===== config.mk =====
export PLATFORM = sky130hd
export DESIGN_NAME = mpq_ctrl
export DESIGN_NICKNAME = d
export VERILOG_FILES = /design/src/rtl/mpq_pkg.sv /design/src/rtl/mpq_ctrl.sv
export SDC_FILE = /design/constraint.sdc
export NUM_CORES = 1
export LEC_CHECK = 0
export ABC_AREA = 1
export BUFFER_PORTS_ARGS = -buffer_cell sky130_fd_sc_hd__clkbuf_2
export CAP_MARGIN = 20
export CORE_AREA = 2 2 39 41
export CTS_CLUSTER_SIZE = 24
export DETAILED_ROUTE_END_ITERATION = 7
export DIE_AREA = 0 0 41 43
export PLACE_DENSITY_LB_ADDON = 0.15
export RECOVER_POWER = 50
export SETUP_SLACK_MARGIN = 0.5
export SYNTH_ARGS = -nofsm -noshare
export SYNTH_HDL_FRONTEND = slang
export SYNTH_SLANG_ARGS = --single-unit

===== constraint.sdc =====
create_clock -name clk -period 1.1 [get_ports clk]
set_clock_uncertainty 0.15 [all_clocks]
set_input_delay 0 -clock clk [delete_from_list [all_inputs] [get_ports clk]]
set_output_delay 0 -clock clk [all_outputs]
set_load 0.005 [all_outputs]

===== src/rtl/mpq_pkg.sv =====
// Package for the min-priority queue unit: request and status codes and the
// command struct that the controller sends to the datapath. No dependencies.
package mpq_pkg;

  localparam int KEY_W   = 32;
  localparam int COUNT_W = 7;

  localparam logic REQ_INSERT = 1'b0;
  localparam logic REQ_REMOVE = 1'b1;

  localparam logic [1:0] STATUS_OK         = 2'd0;
  localparam logic [1:0] STATUS_EMPTY_RMV  = 2'd1;
  localparam logic [1:0] STATUS_FULL_INS   = 2'd2;

  typedef struct packed {
    logic load;
    logic exec;
  } mpq_cmd_t;

endpackage


===== src/rtl/mpq_ctrl.sv =====
// Controller of the min-priority queue unit: a two-state machine and the
// output valid flag. Depends on mpq_pkg for the command struct.
module mpq_ctrl (
  input  logic             clk,
  input  logic             rst,
  input  logic             in_valid,
  output logic             in_ready,
  output logic             out_valid,
  input  logic             out_ready,
  output mpq_pkg::mpq_cmd_t cmd
);

  typedef enum logic [1:0] {
    S_IDLE = 2'b01,
    S_EXEC = 2'b10
  } state_t;

  state_t state;
  state_t state_next;
  logic   out_valid_next;

  assign in_ready = (state == S_IDLE) && (!out_valid || out_ready);
  assign cmd.load = in_valid && in_ready;
  assign cmd.exec = (state == S_EXEC);

  always_comb begin
    state_next = state;
    unique case (state)
      S_IDLE: begin
        if (cmd.load) state_next = S_EXEC;
      end
      S_EXEC: begin
        state_next = S_IDLE;
      end
      default: state_next = S_IDLE;
    endcase
  end

  always_comb begin
    out_valid_next = out_valid;
    if (cmd.exec) begin
      out_valid_next = 1'b1;
    end else if (out_ready) begin
      out_valid_next = 1'b0;
    end
  end

  always_ff @(posedge clk) begin
    if (rst) begin
      state     <= S_IDLE;
      out_valid <= 1'b0;
    end else begin
      state     <= state_next;
      out_valid <= out_valid_next;
    end
  end

endmodule


==> impl_results.md <==
- Synth Cell Area: 138 sq um
- Post-synth EDFFs: 0
- Tot Pwr: 357 uW
- Failing checks: hold timing
- Diodes inserted: 0
- FF+latch count, synth: 3
- Net Sw Frac: 22.9%
- Slew Limit Fails: 0
- DIE AREA: 1760 sq um
- Vias in the first global route: 140
- Reg power frac: 33.6%
- Layout cells sized above 1: 63.6%
- Fin crit share: 96.1%
- CP peak stage delay: 0.32 ns
- Number of buffers added on ports: 7
- Arrival @ worst endpoint: 0.91 ns
- Post-DP HPWL: 219 um
- Final setup fails: 0
- Synth cell count leaders: inv_1, dfxtp_1, nand2_1, nor2_1, nand3_1
- Antenna violations before repair: 0
- Remaining Overflow, GRT: 0
- Kind of critical path: flip-flop to output port
- Crit-path cells: inv_2 > nor2_1 > nand3_1 > inv_1 > clkbuf_2
- Critical path endpoint category: output port
- Syn Area/Cell: 6.55 sq um
- Worst slew pin tran: 0.0944 ns
- VDD IR max: 0.425 mV
- Clk root buf: clkbuf_4
- RSZ-0062 raised after global routing: true
- HP Class: primary input to flip-flop
- Top FF cell, synth: dfxtp_1
- Sequential-to-total area share from yosys stat: 43.6%
- WL/cell: 6.33 um
- Fmax: 946 MHz
- Worst-Skew Late Latency: 0.23 ns
- Worst hold slack: -0.210 ns
- Antenna Nets Post-Route: 0
- Area grow syn2layout: 72.7%
- Final WS setup: 0.0431 ns
- Synth area leader: dfxtp_1
- P_leak: 0.000136 uW
- Outcome: finished, violations left
- First-iteration detailed-routing DRC count: 0
- Reg clk slew, reported paths: 0.04 ns
- Period minus WS final: 1.06 ns
- Yosys Warn Count: 0
- CP Launch Point: state[0]$_SDFFE_PP1P_
- Count leader, synth: inv_1
- Synth Net Count: 25
- Initial core utilization: 9.95%
- Std cell rows: 14
- MaxCap Viol Count: 0
- Vias after detailed routing: 144
- CTS Sinks: 3
- Max_slew headroom: 93.7%
- Post-synth top area share: 43.6%
- CTS Buf Count: 3
- Clock Path Buffers: 2
- Hold Startpoint: rst
- Worst-path fanout max: 2
- Pre-CTS setup slack: 0.251 ns
- Max stage delay cell, worst path: dfxtp_2
- WP data required: 0.95 ns
- Synth cell types: 8
- CP Launch Type: flip-flop
- Drt first pass iters: 1
- Post-DR vias/cell: 2.94
- Core Area: 1380 sq um
- Int Power: 275 uW
- DRT Wirelength: 310 um
- Final nets: 38
- CTS tree: built
- Die Wd: 41 um
- PD cells: 1500 nW/um^2
- P_sw: 81.9 uW
- Largest net degree at the start of global routing: 4
- CTS H-tree depth: 1
- Total GRT Usage: 4.41%
- Ports: 8
- Cells after Synth: 21
- DRC: 0
- First-pass GRT wire length: 476 um
- Combinational share of power: 12.5%
- R2r startpoint: out_valid$_SDFFE_PP0P_
- Final Wtd Congestion: 0.684
- Clock power share: 53.9%
- Async set or reset register ratio after synthesis: 0%
- Final hold violation count: 3
- Die Y: 43 um
- Main area contributors after synthesis: dfxtp_1, inv_1, nand2_1, nor2_1, nand3_1
-- per-layer routing --
metal	share of wire (%)	routed length [um]	vias to the layer above	global-route usage, %
met1	40	125	57	4.49
met2	44	137	6	5.31
met3	15	48	0	2.09
met5	0	0	-	0
met4	0	0	0	6.00
li1	-	-	81	-
-- placed cells by master (no fill, tap or decap) --
| master | instances |
|---|---|
| a21oi_1 | 1 |
| nand2_1 | 3 |
| dfxtp_2 | 3 |
| buf_2 | 1 |
| inv_1 | 4 |
| buf_4 | 1 |
| clkbuf_1 | 1 |
| clkbuf_2 | 6 |
| inv_2 | 3 |
| nor2_1 | 2 |
| clkbuf_4 | 4 |
| nor2_2 | 2 |
| nand3_2 | 1 |
| nand3_1 | 1 |
-- state kept, by name, summed over array words and instances, names as in the netlist --
signal,cells
out_valid,1
state,2
-- power by group through the flow --
stage | sequential, uW | clock (uW) | combinational, uW
finish | 120 | 192 | 44.5
global route | 121 | 211 | 50.4
CTS | 119 | 205 | 45.3
detailed placement | 120 | 0 | 35.6
global placement | 120 | 0 | 36.1
floorplan | 119 | 0 | 18.9
-- worst max-delay path, delay by kind of cell, from the launching register on --
kind,cells,cell delay [ns]
DFF,1,0.32
buffers and inverters,3,0.19
and+or+nand+nor,2,0.16
-- cell families after synthesis --
kind of cell,Yosys count,share of synthesized area [%]
AOI/OAI and AO/OA,1,3.63
buffers and inverters,8,24.6
DFF,3,43.6
and+or+nand+nor,9,28.2
-- layout make-up --
type                    instances  area, sq um
well taps                      16         20.0
flip-flops and latches          3         63.8
multi-input cells              10         51.3
inverters                       7         26.3
repair buffers                  9         50.0
clock buffers                   4         26.3
fillers                       171         1150
-- worst paths after layout --
path | end | slack, ns | cells past startpoint
hold / removal | state[1]$_SDFFE_PP0P_ | -0.21 | 2
hold reg to reg | out_valid$_SDFFE_PP0P_ | 0.35 | 2
setup / recovery | cmd[1] | 0.04 | 5
setup reg to reg | state[0]$_SDFFE_PP1P_ | 0.18 | 5
-- repair_timing --
item / 4_1_cts / 5_1_grt
buffers inserted: 2 / 0
endpoints found under the setup margin: 7 / 7
pin swaps: 2 / 2
hold endpoints to repair: 3 / 3
resized for setup: 4 / 4
-- per-stage QoR --
| stage | std cells | hold slack, ns | setup TNS (ns) | utilization, % | area [sq um] |
|---|---|---|---|---|---|
| 2_1_floorplan | 21 | -0.0883 | 0 | - | 139 |
| 3_3_place_gp | 43 | 0.0380 | 0 | 13.5 | 186 |
| 3_5_place_dp | 43 | 0.0397 | 0 | 13.5 | 186 |
| 4_1_cts | 49 | -0.212 | 0 | 17.0 | 235 |
| 5_1_grt | 49 | -0.203 | -0.0377 | 17.2 | 238 |
| 6_report | 49 | -0.210 | 0 | 17.2 | 238 |
No activity file was read; power rests on OpenSTA's default activity.
